[config.mk]
export PLATFORM = sky130hd
export DESIGN_NAME = hex_base64_text_encoder_unit
export DESIGN_NICKNAME = d
export VERILOG_FILES = /design/src/hdl/hbe_pkg.sv /design/src/hdl/hex_base64_text_encoder_unit.sv /design/src/hdl/hbe_front.sv /design/src/hdl/hbe_queue.sv /design/src/hdl/hbe_back.sv
export SDC_FILE = /design/constraint.sdc
export NUM_CORES = 1
export LEC_CHECK = 0
export ABC_AREA = 0
export BUFFER_PORTS_ARGS = -buffer_cell sky130_fd_sc_hd__buf_2
export CORE_MARGIN = 2
export CORE_UTILIZATION = 50
export CTS_CLUSTER_DIAMETER = 50
export CTS_CLUSTER_SIZE = 20
export DETAILED_ROUTE_END_ITERATION = 6
export PLACE_DENSITY = 0.68
export SYNTH_ARGS = -nofsm -noshare
export SYNTH_HDL_FRONTEND = slang
export SYNTH_SLANG_ARGS = --single-unit
[constraint.sdc]
create_clock -name clk -period 4.4 [get_ports clk]
set_input_delay 0.88 -clock clk [delete_from_list [all_inputs] [get_ports clk]]
set_output_delay 0.88 -clock clk [all_outputs]
set_load 0.005 [all_outputs]
[src/hdl/hbe_pkg.sv]
// ----------------------------------------------------------------------------
// hbe_pkg
// Types, codes and character tables of the hex / base64 text encoder.
// ----------------------------------------------------------------------------
package hbe_pkg;

    // encoding_mode register codes; the unused code acts as pass-through
    localparam logic [1:0] MODE_PASS  = 2'd0;
    localparam logic [1:0] MODE_HEX   = 2'd1;
    localparam logic [1:0] MODE_B64   = 2'd2;
    localparam logic [1:0] MODE_SPARE = 2'd3;

    localparam logic [7:0] CHAR_PAD = 8'h3D;   // '='

    localparam int QUEUE_DEPTH_DEF = 2;

    // One decoded byte: up to four characters, index of the final one,
    // and whether the final one closes the text.
    typedef struct packed {
        logic [3:0][7:0] chars;
        logic [1:0]      last_idx;
        logic            last;
    } job_t;

    function automatic logic [7:0] hex_char(input logic [3:0] d);
        logic [7:0] r;
        if (d < 4'd10)
            r = 8'h30 + {4'b0000, d};
        else
            r = 8'h57 + {4'b0000, d};
        return r;
    endfunction

    function automatic logic [7:0] b64_char(input logic [5:0] v);
        logic [7:0] r;
        if (v < 6'd26)
            r = 8'h41 + {2'b00, v};
        else if (v < 6'd52)
            r = 8'h47 + {2'b00, v};        // 'a' - 26
        else if (v < 6'd62)
            r = {2'b00, v} - 8'd4;          // '0' + (v - 52)
        else if (v == 6'd62)
            r = 8'h2B;                      // '+'
        else
            r = 8'h2F;                      // '/'
        return r;
    endfunction

endpackage

[src/hdl/hex_base64_text_encoder_unit.sv]
// ----------------------------------------------------------------------------
// hex_base64_text_encoder_unit
// Byte stream to text: pass-through, lowercase hex, or padded base64.
// ----------------------------------------------------------------------------
//
//  Channel   Dir   Word                          Accept
//  s_axis    in    tdata[7:0]=in_byte, tlast     tvalid & tready
//  m_axis    out   tdata[7:0]=out_char, tlast    tvalid & tready
//  cfg       in    cfg_wdata[1:0]=encoding_mode  cfg_we
//
//  Output runs at one character per cycle from the back end while m_axis_tready
//  is high. A byte yields one character in pass-through, two in hex and one to
//  four in base64; the input side keeps pace as long as the job queue
//  (QUEUE_DEPTH entries) has room. Reset clears the group state, the queue and
//  the output valid flag; encoding_mode resets to pass-through. A stalled
//  m_axis holds its word and fills the queue before s_axis_tready drops.
//
module hex_base64_text_encoder_unit
#(
    parameter int QUEUE_DEPTH = hbe_pkg::QUEUE_DEPTH_DEF   // 2 .. 16
)
(
    input  logic       clk,
    input  logic       rst_n,
    // input bytes
    input  logic       s_axis_tvalid,
    output logic       s_axis_tready,
    input  logic [7:0] s_axis_tdata,    // [7:0] in_byte
    input  logic       s_axis_tlast,    // last_byte
    // output characters
    output logic       m_axis_tvalid,
    input  logic       m_axis_tready,
    output logic [7:0] m_axis_tdata,    // [7:0] out_char
    output logic       m_axis_tlast,    // last_char
    // encoding_mode register: the user must write it only while idle, unchecked by the block
    input  logic       cfg_we,
    input  logic [1:0] cfg_wdata
);

    logic [1:0]    mode_reg;
    logic [1:0]    mode_next;
    logic          q_push;
    logic          q_pop;
    logic          q_full;
    logic          q_empty;
    hbe_pkg::job_t push_job;
    hbe_pkg::job_t pop_job;

    assign mode_next = cfg_we ? cfg_wdata : mode_reg;

    always_ff @(posedge clk or negedge rst_n)
    begin
        if (!rst_n)
            mode_reg <= hbe_pkg::MODE_PASS;
        else
            mode_reg <= mode_next;
    end

    // front: classify the byte and build its character job
    hbe_front u_front
    (
        .clk      (clk),
        .rst_n    (rst_n),
        .mode     (mode_reg),
        .in_valid (s_axis_tvalid),
        .in_ready (s_axis_tready),
        .in_byte  (s_axis_tdata),
        .in_last  (s_axis_tlast),
        .q_full   (q_full),
        .q_push   (q_push),
        .q_job    (push_job)
    );

    // jobs waiting between front and back
    hbe_queue #(
        .DEPTH (QUEUE_DEPTH)
    ) u_queue
    (
        .clk      (clk),
        .rst_n    (rst_n),
        .push     (q_push),
        .push_job (push_job),
        .full     (q_full),
        .pop      (q_pop),
        .pop_job  (pop_job),
        .empty    (q_empty)
    );

    // back: one character per cycle into the output register while the output is not stalled
    hbe_back u_back
    (
        .clk       (clk),
        .rst_n     (rst_n),
        .q_empty   (q_empty),
        .q_pop     (q_pop),
        .q_job     (pop_job),
        .out_valid (m_axis_tvalid),
        .out_ready (m_axis_tready),
        .out_char  (m_axis_tdata),
        .out_last  (m_axis_tlast)
    );

endmodule

[src/hdl/hbe_front.sv]
// ----------------------------------------------------------------------------
// hbe_front
// Accepts bytes, tracks the base64 group, and turns each byte into a job.
// ----------------------------------------------------------------------------
module hbe_front
(
    input  logic              clk,
    input  logic              rst_n,
    input  logic [1:0]        mode,
    input  logic              in_valid,
    output logic              in_ready,
    input  logic [7:0]        in_byte,
    input  logic              in_last,
    input  logic              q_full,
    output logic              q_push,
    output hbe_pkg::job_t     q_job
);

    logic [1:0] pos_reg;
    logic [1:0] pos_next;
    logic [3:0] held_reg;
    logic [3:0] held_next;
    hbe_pkg::job_t job;
    logic [1:0] pos_upd;
    logic [3:0] held_upd;

    assign in_ready = !q_full;
    assign q_push   = in_valid && !q_full;
    assign q_job    = job;

    always_comb
    begin
        job.chars    = '0;
        job.last_idx = 2'd0;
        job.last     = in_last;
        pos_upd      = 2'd0;
        held_upd     = 4'd0;
        unique case (mode)
            hbe_pkg::MODE_B64:
            begin
                case (pos_reg)
                    2'd1:
                    begin
                        job.chars[0] = hbe_pkg::b64_char({held_reg[1:0], in_byte[7:4]});
                        job.chars[1] = hbe_pkg::b64_char({in_byte[3:0], 2'b00});
                        job.chars[2] = hbe_pkg::CHAR_PAD;
                        job.last_idx = in_last ? 2'd2 : 2'd0;
                        pos_upd      = 2'd2;
                        held_upd     = in_byte[3:0];
                    end
                    2'd2:
                    begin
                        job.chars[0] = hbe_pkg::b64_char({held_reg, in_byte[7:6]});
                        job.chars[1] = hbe_pkg::b64_char(in_byte[5:0]);
                        job.last_idx = 2'd1;
                    end
                    default:
                    begin
                        // group start (position three never occurs, read as start)
                        job.chars[0] = hbe_pkg::b64_char(in_byte[7:2]);
                        job.chars[1] = hbe_pkg::b64_char({in_byte[1:0], 4'b0000});
                        job.chars[2] = hbe_pkg::CHAR_PAD;
                        job.chars[3] = hbe_pkg::CHAR_PAD;
                        job.last_idx = in_last ? 2'd3 : 2'd0;
                        pos_upd      = 2'd1;
                        held_upd     = {2'b00, in_byte[1:0]};
                    end
                endcase
            end
            hbe_pkg::MODE_HEX:
            begin
                job.chars[0] = hbe_pkg::hex_char(in_byte[7:4]);
                job.chars[1] = hbe_pkg::hex_char(in_byte[3:0]);
                job.last_idx = 2'd1;
            end
            default:
            begin
                job.chars[0] = in_byte;
            end
        endcase
    end

    always_comb
    begin
        pos_next  = pos_reg;
        held_next = held_reg;
        if (q_push)
        begin
            pos_next  = in_last ? 2'd0 : pos_upd;
            held_next = in_last ? 4'd0 : held_upd;
        end
    end

    always_ff @(posedge clk or negedge rst_n)
    begin
        if (!rst_n)
        begin
            pos_reg  <= 2'd0;
            held_reg <= 4'd0;
        end
        else
        begin
            pos_reg  <= pos_next;
            held_reg <= held_next;
        end
    end

endmodule

[src/hdl/hbe_queue.sv]
// ----------------------------------------------------------------------------
// hbe_queue
// Short job queue between the byte front end and the character back end.
// ----------------------------------------------------------------------------
module hbe_queue
#(
    parameter int DEPTH = hbe_pkg::QUEUE_DEPTH_DEF   // 2 .. 16
)
(
    input  logic          clk,
    input  logic          rst_n,
    input  logic          push,
    input  hbe_pkg::job_t push_job,
    output logic          full,
    input  logic          pop,
    output hbe_pkg::job_t pop_job,
    output logic          empty
);

    localparam int PTR_W = $clog2(DEPTH);
    localparam int CNT_W = $clog2(DEPTH + 1);

    hbe_pkg::job_t    entry_reg [DEPTH];
    logic [PTR_W-1:0] wr_ptr_reg;
    logic [PTR_W-1:0] wr_ptr_next;
    logic [PTR_W-1:0] rd_ptr_reg;
    logic [PTR_W-1:0] rd_ptr_next;
    logic [CNT_W-1:0] count_reg;
    logic [CNT_W-1:0] count_next;

    assign full    = (count_reg == CNT_W'(DEPTH));
    assign empty   = (count_reg == '0);
    assign pop_job = entry_reg[rd_ptr_reg];

    always_comb
    begin
        wr_ptr_next = wr_ptr_reg;
        rd_ptr_next = rd_ptr_reg;
        count_next  = count_reg;
        if (push)
            wr_ptr_next = (wr_ptr_reg == PTR_W'(DEPTH - 1)) ? '0 : wr_ptr_reg + 1'b1;
        if (pop)
            rd_ptr_next = (rd_ptr_reg == PTR_W'(DEPTH - 1)) ? '0 : rd_ptr_reg + 1'b1;
        if (push && !pop)
            count_next = count_reg + 1'b1;
        else if (pop && !push)
            count_next = count_reg - 1'b1;
    end

    always_ff @(posedge clk or negedge rst_n)
    begin
        if (!rst_n)
        begin
            wr_ptr_reg <= '0;
            rd_ptr_reg <= '0;
            count_reg  <= '0;
        end
        else
        begin
            wr_ptr_reg <= wr_ptr_next;
            rd_ptr_reg <= rd_ptr_next;
            count_reg  <= count_next;
        end
    end

    always_ff @(posedge clk)
    begin
        if (push)
            entry_reg[wr_ptr_reg] <= push_job;
    end

endmodule

[src/hdl/hbe_back.sv]
// ----------------------------------------------------------------------------
// hbe_back
// Plays each job out one character per cycle into the output register while the output is not stalled.
// ----------------------------------------------------------------------------
module hbe_back
(
    input  logic          clk,
    input  logic          rst_n,
    input  logic          q_empty,
    output logic          q_pop,
    input  hbe_pkg::job_t q_job,
    output logic          out_valid,
    input  logic          out_ready,
    output logic [7:0]    out_char,
    output logic          out_last
);

    hbe_pkg::job_t job_reg;
    hbe_pkg::job_t job_next;
    logic [1:0]    idx_reg;
    logic [1:0]    idx_next;
    logic          busy_reg;
    logic          busy_next;
    logic          valid_reg;
    logic          valid_next;
    logic [7:0]    char_reg;
    logic [7:0]    char_next;
    logic          last_reg;
    logic          last_next;
    logic          load;
    logic          done;

    // output slot free or being drained this cycle
    assign load  = busy_reg && (!valid_reg || out_ready);
    assign done  = load && (idx_reg == job_reg.last_idx);
    assign q_pop = !q_empty && (!busy_reg || done);

    assign out_valid = valid_reg;
    assign out_char  = char_reg;
    assign out_last  = last_reg;

    always_comb
    begin
        job_next   = job_reg;
        idx_next   = idx_reg;
        busy_next  = busy_reg;
        valid_next = valid_reg && !out_ready;
        char_next  = char_reg;
        last_next  = last_reg;
        if (load)
        begin
            valid_next = 1'b1;
            char_next  = job_reg.chars[idx_reg];
            last_next  = job_reg.last && done;
            idx_next   = idx_reg + 1'b1;
            if (done)
                busy_next = 1'b0;
        end
        if (q_pop)
        begin
            job_next  = q_job;
            idx_next  = 2'd0;
            busy_next = 1'b1;
        end
    end

    always_ff @(posedge clk or negedge rst_n)
    begin
        if (!rst_n)
        begin
            busy_reg  <= 1'b0;
            valid_reg <= 1'b0;
            idx_reg   <= 2'd0;
        end
        else
        begin
            busy_reg  <= busy_next;
            valid_reg <= valid_next;
            idx_reg   <= idx_next;
        end
    end

    always_ff @(posedge clk)
    begin
        job_reg  <= job_next;
        char_reg <= char_next;
        last_reg <= last_next;
    end

endmodule

-- Yosys cells after proc, flatten, opt, wreduce, memory -nomap -nowiden
Memory sizes are Yosys's and may differ from the RTL's. A register that Yosys moved wholly into a read port is not among the register bits.
Index checks and enable logic that the tools add are counted.
- bits in registers: 33
- bits in latches: 0
- bits in writable memories: 66
- ROM bits: 0
- input bits: 16
- output and inout bits: 11
- word-level logic and storage cells: 147
- memories: 1
- memory list (name ; words ; bits a word ; read ports ; clocked after memory_dff ; wr ports ; RTL line ; RTL):
    u_queue.entry_reg ; 2 ; 33 ; 1 ; 1 ; 1 ; hbe_queue.sv:23 ; hbe_pkg::job_t entry_reg [DEPTH];
- $add $sub $neg: 27
- multiply operators: 0
- div/mod/pow operators: 0
- magnitude comparators: 21
- equal/unequal tests: 10
- shift-type cells: 0
- multiplexer cells: 53
- bitwise gates (word level): 0
- reductions and logical operators: 23
- operator list (operator ; number):
    $mux 8 ; 21
    $add 7x6->8 const A ; 12
    $lt 6x6->1 const B ; 12
    $sub 6x3->7 const B ; 6
    $lt 6x5->1 const B ; 6
    $pmux 18 s2 ; 1
    $pmux 8 s2 ; 2
    $eq 6x6->1 const B ; 4
    $add 7x4->8 const A ; 2
    $bmux 8 s2 ; 1
    $mux 2 ; 8
    $add 6x4->7 const A ; 2
    $mux 14 ; 1
    $mux 3 ; 4
    $mux 6 ; 2
    $logic_and 1x1->1 ; 8
    $lt 4x4->1 const B ; 2
    $mux 1 ; 8
    $mux 4 ; 2
    $pmux 2 s2 ; 2
    $pmux 4 s2 ; 1
    $logic_not 1->1 ; 7
    $eq 2x2->1 const B ; 3
    $reduce_bool 2->1 ; 3
    10 further kinds ; 14

-- Depth between registers and ports, before layout
Gate-level depths: netlist (run 1).
- depth after elaboration: 9
- depth in mapped cells: 10
- depth with buffers taken out: 9

-- Hierarchy
Synthesis (run 1) repeated with hierarchy kept, for this count alone.
- cells, all modules: 607
- area, all modules: 7449.6 um^2
- modules (own cells, without submodules) (module ; instances ; cells an instance ; area each (um^2) ; sequential area each (um^2)):
    hbe_queue ; 1 ; 125 ; 2862.7 ; 2202.1
    hbe_front ; 1 ; 398 ; 2726.4 ; 150.1
    hbe_back ; 1 ; 80 ; 1788.0 ; 1421.4
    hex_base64_text_encoder_unit ; 1 ; 4 ; 72.6 ; 50.0

-- Worst setup path before layout (run 1)
OpenSTA, ideal clock, no wires.
- kind: input-to-reg
- start point: input m_axis_tready
- end point: register u_queue.count_reg[1]
- library setup time: 0.079 ns
- arrival: 3.667 ns
- data required time: 4.321 ns
- slack: 0.654 ns
- stages: 10
- path buffers: 1
- cells stage by stage: nand2b_1 -> and2_1 -> clkbuf_1 -> nand3_1 -> a21oi_1 -> inv_1 -> ha_1 -> xor2_1 -> nor2_1 -> xor2_1
- longest elaborated chain between the ends: 8
- elaborated cells between the ends (all ways): 10
- classes of those cells: 1 x mux; 9 x reduce/logical
- ends and longest elaborated chain (item ; RTL line ; RTL):
    start, declared ; hex_base64_text_encoder_unit.sv:32 ; input logic m_axis_tready,
    $logic_or 1x1->1 (*) ; hbe_back.sv:34 ; assign load = busy_reg && (!valid_reg || out_ready);
    $logic_and 1x1->1 (*) ; hbe_back.sv:34 ;
    named net u_back.load ; hbe_back.sv:30 ; logic load;
    $logic_and 1x1->1 (*) ; hbe_back.sv:35 ; assign done = load && (idx_reg == job_reg.last_idx);
    $logic_or 1x1->1 (*) ; hbe_back.sv:36 ; assign q_pop = !q_empty && (!busy_reg || done);
    $logic_and 1x1->1 (*) ; hbe_back.sv:36 ;
    named net q_pop ; hex_base64_text_encoder_unit.sv:43 ; logic q_pop;
    $logic_not 1->1 ; hbe_queue.sv:44 ; if (push && !pop)
    $logic_and 1x1->1 ; hbe_queue.sv:44 ;
    $mux 2 / $reduce_bool 2->1 (equally long branches) ; - ;
    end signal, assigned ; hbe_queue.sv:62 ; count_reg <= count_next;
    end, declared ; hbe_queue.sv:28 ; logic [CNT_W-1:0] count_reg;
The timed path passes the listed nets; every way through them passes the cells marked *.
A chain may end at the register's enable or synchronous reset.

==> summary.md, run 1 <==
| Metric | Value |
|---|---|
| Final number of hold-violating endpoints | 0 |
| Die Ht | 108 um |
| Post-CTS Setup Inserts | 0 |
| Deepest clock path buffer count | 2 |
| Fin crit period | 3.32 ns |
| DP Worst Slack | 0.798 ns |
| Simple-gate share of the synthesized area | 15.2% |
| Compound-cell area share of the yosys netlist | 18.4% |
| Count of cell types in the netlist | 62 |
| Post-route ant nets | 0 |
| Post-synth EDFFs | 72 |
| Root Buffer | clkbuf_8 |
| Max reg flops | 42 |
| R2R depth | 8 |
| Peak VDD IR | 0.000322 V |
| Commonest non-fill, non-tap cell in the layout | edfxtp_1 |
| Via count | 4349 |
| Pwr per Cell Area | 482 nW/um2 |
| Worst reg-to-reg setup slack | 1.36 ns |
| Hold_buf cts | 0 |
| Post-synthesis cell area | 5450 um2 |
| Post-DP HPWL | 9.83 mm |
| Share of cells above drive strength 1 | 12.6% |
| Most frequent cells in the layout | edfxtp_1, nand2_1, nor2_1, o21ai_0, a21oi_1 |
| CTS tree | yes |
| Grt ovf | 0 |
| Yosys warnings | 0 |
| WL/cell | 19.5 um |
| PostCTS Resize Cnt | 0 |
| Largest net degree at the start of global routing | 27 |
| Total iterations of the first detailed-routing run | 5 |
| Max cap viols | 0 |
| Synthesized instance count | 549 |
| Sequential share of power | 50.4% |
| Flop and latch count out of synthesis | 88 |
| Drt via density | 6.25 |
| Comb pwr share | 31.0% |
| Ports | 27 |
| Hold Crit Class | input pin to asynchronous set/reset pin |
| Later-pin clock latency in the skew report | 0.35 ns |
| Required time of the critical path | 4.48 ns |
| CP arrival | 3.40 ns |
| Final Cycle Share | 75.3% |
| Setup Viol. Count Final | 0 |
| Ant. Diodes | 0 |
| Clock Skew | 0.0166 ns |
| Unrepaired setup endpoints after global routing | no |
| Seq/Total Area, Yosys | 47.0% |
| CP Class | input pin to flop |
| Vias in the first global route | 4240 |
| Crit path capture type | flop |
| DIE AREA | 11800 um2 |
| DR iter-0 viols | 491 |
| First-pass GRT wire length | 22.2 mm |
| Run status | finished, final reports clean |
| Slew HR | 37.5% |
| Worst-margin pin slew | 0.938 ns |
| Clock sink count | 88 |
| DRT Wirelength | 13.6 mm |
| Main combinational cell family by area after synthesis | compound AO/OA/AOI/OAI gates |
| Total negative slack | 0 ns |
| Fin. max-slew vios | 0 |
| Initial antenna violation count | 0 |
| Total GRT Usage | 24.5% |
| Setup ws final | 1.08 ns |
| Synth Area in XOR/XNOR | 4.02% |
| Switching Fraction | 32.9% |
| Core outline area | 10700 um2 |
| P_int | 1880 uW |
| Synthesized net count | 588 |
| CP max FO | 15 |
| FP Rows | 38 |
| Horiz. Die Dim | 108 um |
| Placer Congestion | 0.932 |
| P_leak | 0.00215 uW |
| Post-synth ARST share | 18.2% |
| Clock Pin Slew Worst Setup and Hold Paths | 0.08 ns |
| Post-Synth Adder-Cell Area | 5.28% |
| Nets@finish | 590 |
| Post-synth top flop | edfxtp_1 |
| CP startpoint kind | input pin |
| Htree depth | 3 |
| Initial Util | 50.7% |
| Remaining DRCs | 0 |
| Port bufs | 26 |
| CTS Buf Count | 9 |
| Max frequency | 0.302 GHz |
| Switching power | 924 uW |
| Clock Power Share | 18.6% |
| Layout area overhead | 6.82% |
| Fraction of synthesized area in multiplexers | 5.48% |
| Post-Syn Area per Cell | 9.93 um2 |
## layer usage
| metal | wire length, um | global-route usage [%] | share of wire, % |
|---|---|---|---|
| met3 | 811 | 3.98 | 6.0 |
| met4 | 355 | 10.3 | 2.6 |
| met5 | 0 | 0 | 0 |
| met2 | 6550 | 40.8 | 48 |
| met1 | 5860 | 31.7 | 43 |
## metrics by stage
stage          total power [uW]  cells  cell area (um2)  hold WS (ns)  util [%]
2_1_floorplan              2030    549             5450         0.461         -
3_3_place_gp               2280    680             5640         0.477      52.5
3_5_place_dp               2300    680             5640         0.482      52.5
4_1_cts                    2820    696             5820         0.441      54.2
5_1_grt                    2990    696             5820         0.454      54.2
6_report                   2810    696             5820         0.443      54.2
## Yosys cell counts, types with 6 or more instances
master | instances | area, um2
a211oi_1 | 6 | 45.0
clkbuf_1 | 29 | 109
mux2_2 | 22 | 248
nand2_1 | 45 | 169
edfxtp_1 | 72 | 2160
nor2_1 | 37 | 139
a31oi_1 | 6 | 37.5
o21ai_0 | 35 | 175
o21ai_1 | 7 | 35.0
a21oi_1 | 35 | 175
xor2_1 | 6 | 52.6
o211ai_1 | 10 | 75.1
ha_1 | 23 | 288
inv_1 | 22 | 82.6
nor2b_1 | 9 | 56.3
nand2b_1 | 11 | 68.8
xnor2_1 | 19 | 166
dfrtp_1 | 16 | 400
a21o_1 | 8 | 60.1
nand4_1 | 9 | 56.3
nand3_1 | 17 | 85.1
nor3_1 | 15 | 75.1
## layout make-up
cell class	count	area [um2]
Inverter	25	93.8
Sequential cell	88	2560
Timing Repair Buffer	31	168
Tap cell	140	175
Clock inverter	3	43.8
Multi-Input combinational cell	396	2640
Fill cell	964	4920
Clock buffer	13	139
## logic make-up (layout without fill, tap and decap cells)
logic type | Yosys count | after routing
AND/OR/NAND/NOR | 168 | 168
adder cells (fa/ha/maj) | 23 | 23
AO/OA/AOI/OAI | 153 | 153
flip-flops | 88 | 88
XOR/XNOR | 25 | 25
multiplexers | 27 | 27
buffers and inverters | 65 | 72
## critical path: stages
cell      delay (ns)
buf_2           0.31
inv_1           0.14
ha_1            0.29
a21o_1          0.29
a21oi_1         0.71
o221ai_1        0.28
a221oi_1        0.36
o31ai_1         0.13
## path summary, 6_finish.rpt
path / from / endpoint
max: s_axis_tdata[2] / u_queue.entry_reg[1][15]$_DFFE_PP_
min: rst_n / u_front.held_reg[0]$_DFFE_PN0P_
max reg2reg: u_front.held_reg[0]$_DFFE_PN0P_ / u_queue.entry_reg[1][5]$_DFFE_PP_
min reg2reg: u_queue.wr_ptr_reg$_DFFE_PN0P_ / u_queue.wr_ptr_reg$_DFFE_PN0P_
max in group asynchronous: rst_n / u_front.held_reg[3]$_DFFE_PN0P_
min in group clk: u_queue.wr_ptr_reg$_DFFE_PN0P_ / u_queue.wr_ptr_reg$_DFFE_PN0P_
## power groups by stage
stage / Sequential [uW] / Combinational (uW) / Clock [uW]
6_report: 1410 / 872 / 521
5_1_grt: 1450 / 973 / 567
4_1_cts: 1420 / 873 / 532
3_5_place_dp: 1440 / 868 / 0
3_3_place_gp: 1420 / 858 / 0
2_1_floorplan: 1340 / 691 / 0
Power figures use the tool's default switching activity.
==> inputs of run 2 (changes only) <==
PLACE_DENSITY = 0.71   (was 0.68)
clock period = 2.7 ns   (was 4.4 ns; I/O delays follow)
==> run 2 against run 1 <==
Register-to-register slack got worse by 1.0 ns. Cell count increased by 8.0%. Utilization increased by 3.9 points. Sequential power increased by 63%. Hold slack got worse by 0.35 ns. Combinational power increased by 75%. First-iteration DRC count decreased by 32%. Setup slack got worse by 0.76 ns. Critical path depth increased by 1. Critical path type is now flop to flop.
==> summary.md, run 2 (synthesis gave the netlist of run 1 again) <==
| Metric | Value |
|---|---|
| CP arrival | 2.44 ns (-0.96 ns) |
| Hold Crit Class | input pin to asynchronous set/reset pin |
| Post-Layout Cell Count | 752 (+8.0%) |
| Htree depth | 3 (unchanged) |
| Later-pin clock latency in the skew report | 0.35 ns (about the same) |
| Hold_ws | 0.0900 ns (-0.353 ns) |
| Max cap viols | 0 (unchanged) |
| Crit path capture type | flop |
| Fillcell total | 936 (-2.9%) |
| Ant. Diodes | 0 (unchanged) |
| Grt ovf | 0 (unchanged) |
| Total negative slack | 0 ns (unchanged) |
| Pwr per Cell Area | 741 nW/um2 (+54%) |
| Vias in the first global route | 4473 (+5.5%) |
| Share of cells above drive strength 1 | 21.1% (+8.5 points) |
| Setup Viol. Count Final | 0 (unchanged) |
| FP Rows | 38 (unchanged) |
| Placer Congestion | 0.989 (+6.1%) |
| Post-Place Cells | 736 (+8.2%) |
| Final Cycle Share | 87.9% |
| Port bufs | 26 (unchanged) |
| Initial antenna violation count | 0 (unchanged) |
| CTS Buf Count | 9 (unchanged) |
| CP startpoint | u_front.held_reg[1]$_DFFE_PN0P_ |
| Via count | 4555 (+4.7%) |
| PostCTS Resize Cnt | 0 (unchanged) |
| Crit-path leading delay family | simple AND/OR/NAND/NOR gates |
| R2R depth | 9 (+1) |
| DR iter-0 viols | 333 (-32%) |
| Total GRT Usage | 25.0% (+0.51 points) |
| Drt via density | 6.06 (-3.1%) |
| Nets@finish | 646 (+9.5%) |
| Total iterations of the first detailed-routing run | 5 (unchanged) |
| Post-route cell area | 6240 um2 (+7.2%) |
| Largest net degree at the start of global routing | 25 (-7.4%) |
| CP startpoint kind | flop |
| P_leak | 0.00242 uW (+13%) |
| Max frequency | 0.422 GHz |
| Die Ht | 108 um (unchanged) |
| Slew HR | 39.4% (+1.9 points) |
| Post-CTS Setup Inserts | 0 (unchanged) |
| Worst Path Buf+Inv | 2 (unchanged) |
| Slowest stage delay, CP | 0.47 ns (-0.24 ns) |
| Max reg flops | 42 (unchanged) |
| Post-route ant nets | 0 (unchanged) |
| Clock Pin Slew Worst Setup and Hold Paths | 0.09 ns (about the same) |
| WL/cell | 18.6 um (-4.5%) |
| Initial Util | 50.7% (unchanged) |
| CTS tree | yes |
| Deepest clock path buffer count | 2 (unchanged) |
| Setup ws final | 0.328 ns (-0.757 ns) |
| Unrepaired setup endpoints after global routing | no |
| Worst-margin pin slew | 0.910 ns (-0.0282 ns) |
| Ports | 27 (unchanged) |
| DRT Wirelength | 14.0 mm (+3.2%) |
| Most frequent cells in the layout | edfxtp_1, buf_4, nand2_1, nor2_1, o21ai_0 |
| WP depth | 9 (+1) |
| Run status | finished, final reports clean |
| Fin. max-slew vios | 0 (unchanged) |
| Remaining DRCs | 0 (unchanged) |
| Horiz. Die Dim | 108 um (unchanged) |
| Root Buffer | clkbuf_8 |
| Slowest CP cell | dfrtp_1 |
| Reg2reg start | u_front.held_reg[1]$_DFFE_PN0P_ |
| Layout area overhead | 14.5% |
| Required time of the critical path | 2.77 ns (-1.71 ns) |
| Hold_buf cts | 0 (unchanged) |
| First-pass GRT wire length | 22.6 mm (+1.8%) |
| DP Worst Slack | 0.0196 ns (-0.778 ns) |
| Placed Instance Area | 6070 um2 (+7.6%) |
| Post-DP HPWL | 10.5 mm (+7.3%) |
| Fin crit period | 2.37 ns |
| Core outline area | 10700 um2 (unchanged) |
| Final number of hold-violating endpoints | 0 (unchanged) |
| CP max FO | 8 (-7) |
| CP cell instances | inv_1 -> ha_1 -> and3b_1 -> buf_4 -> nor3_1 -> a221oi_1 -> o211ai_1 -> nor4bb_1 -> o21ai_1 |
| Commonest non-fill, non-tap cell in the layout | edfxtp_1 |
| Clock Skew | 0.0115 ns (-0.00503 ns) |
| Peak VDD IR | 0.000631 V (+96%) |
| DIE AREA | 11800 um2 (unchanged) |
| CP Class | flop to flop |
| Clock sink count | 88 (unchanged) |
==> run 2: changes by cell type in the layout (fill, tap and decap cells not counted) <==
cell / change
buf_4: +56
clkinv_2: +1
inv_4: +2
clkbuf_1: -3
a21oi_2: -1
bufinv_16: -1
a21oi_4: +1
clkbuf_8: +1
==> run 2: per-stage QoR <==
| stage | utilization [%] | total power (uW) |
|---|---|---|
| 6_report | 58.1 | 4630 |
| 2_1_floorplan | - | 3320 |
| 4_1_cts | 58.1 | 4660 |
| 5_1_grt | 58.1 | 4910 |
| 3_5_place_dp | 56.5 | 3860 |
| 3_3_place_gp | 56.5 | 3800 |
==> run 2: cell type report <==
cell class	instances	area, um2	area share (%)
multi-input combinational	396	2650	42.5
sequential	88	2560	41.1
timing repair buffer	87	588	9.42
tap	140	175	2.81
clock buffer	11	141	2.26
inverter	25	93.8	1.50
clock inverter	5	31.3	0.501
==> run 2: per-layer routing <==
layer / up-vias / global-route usage, % / share of wire [%]
met4: 0 / 10.6 / 2.4
met3: 25 / 3.50 / 5.0
met1: 2200 / 32.9 / 45
met2: 172 / 41.5 / 48
met5: - / 0 / 0
li1: 2158 / - / -
==> run 2: final timing paths <==
check | endpoint | slack [ns]
max reg2reg | u_queue.entry_reg[0][5]$_DFFE_PP_ | 0.33
min reg2reg | u_queue.wr_ptr_reg$_DFFE_PN0P_ | 0.50
max in group asynchronous | u_queue.rd_ptr_reg$_DFFE_PN0P_ | 2.34
max | u_queue.entry_reg[0][5]$_DFFE_PP_ | 0.33
min in group clk | mode_reg[1]$_DFFE_PN0P_ | 0.39
min | u_front.pos_reg[0]$_DFFE_PN0P_ | 0.09
==> run 2: report_power, final <==
group,switching [uW],internal [uW]
logic,852,679
registers,260,2040
clock network,438,359
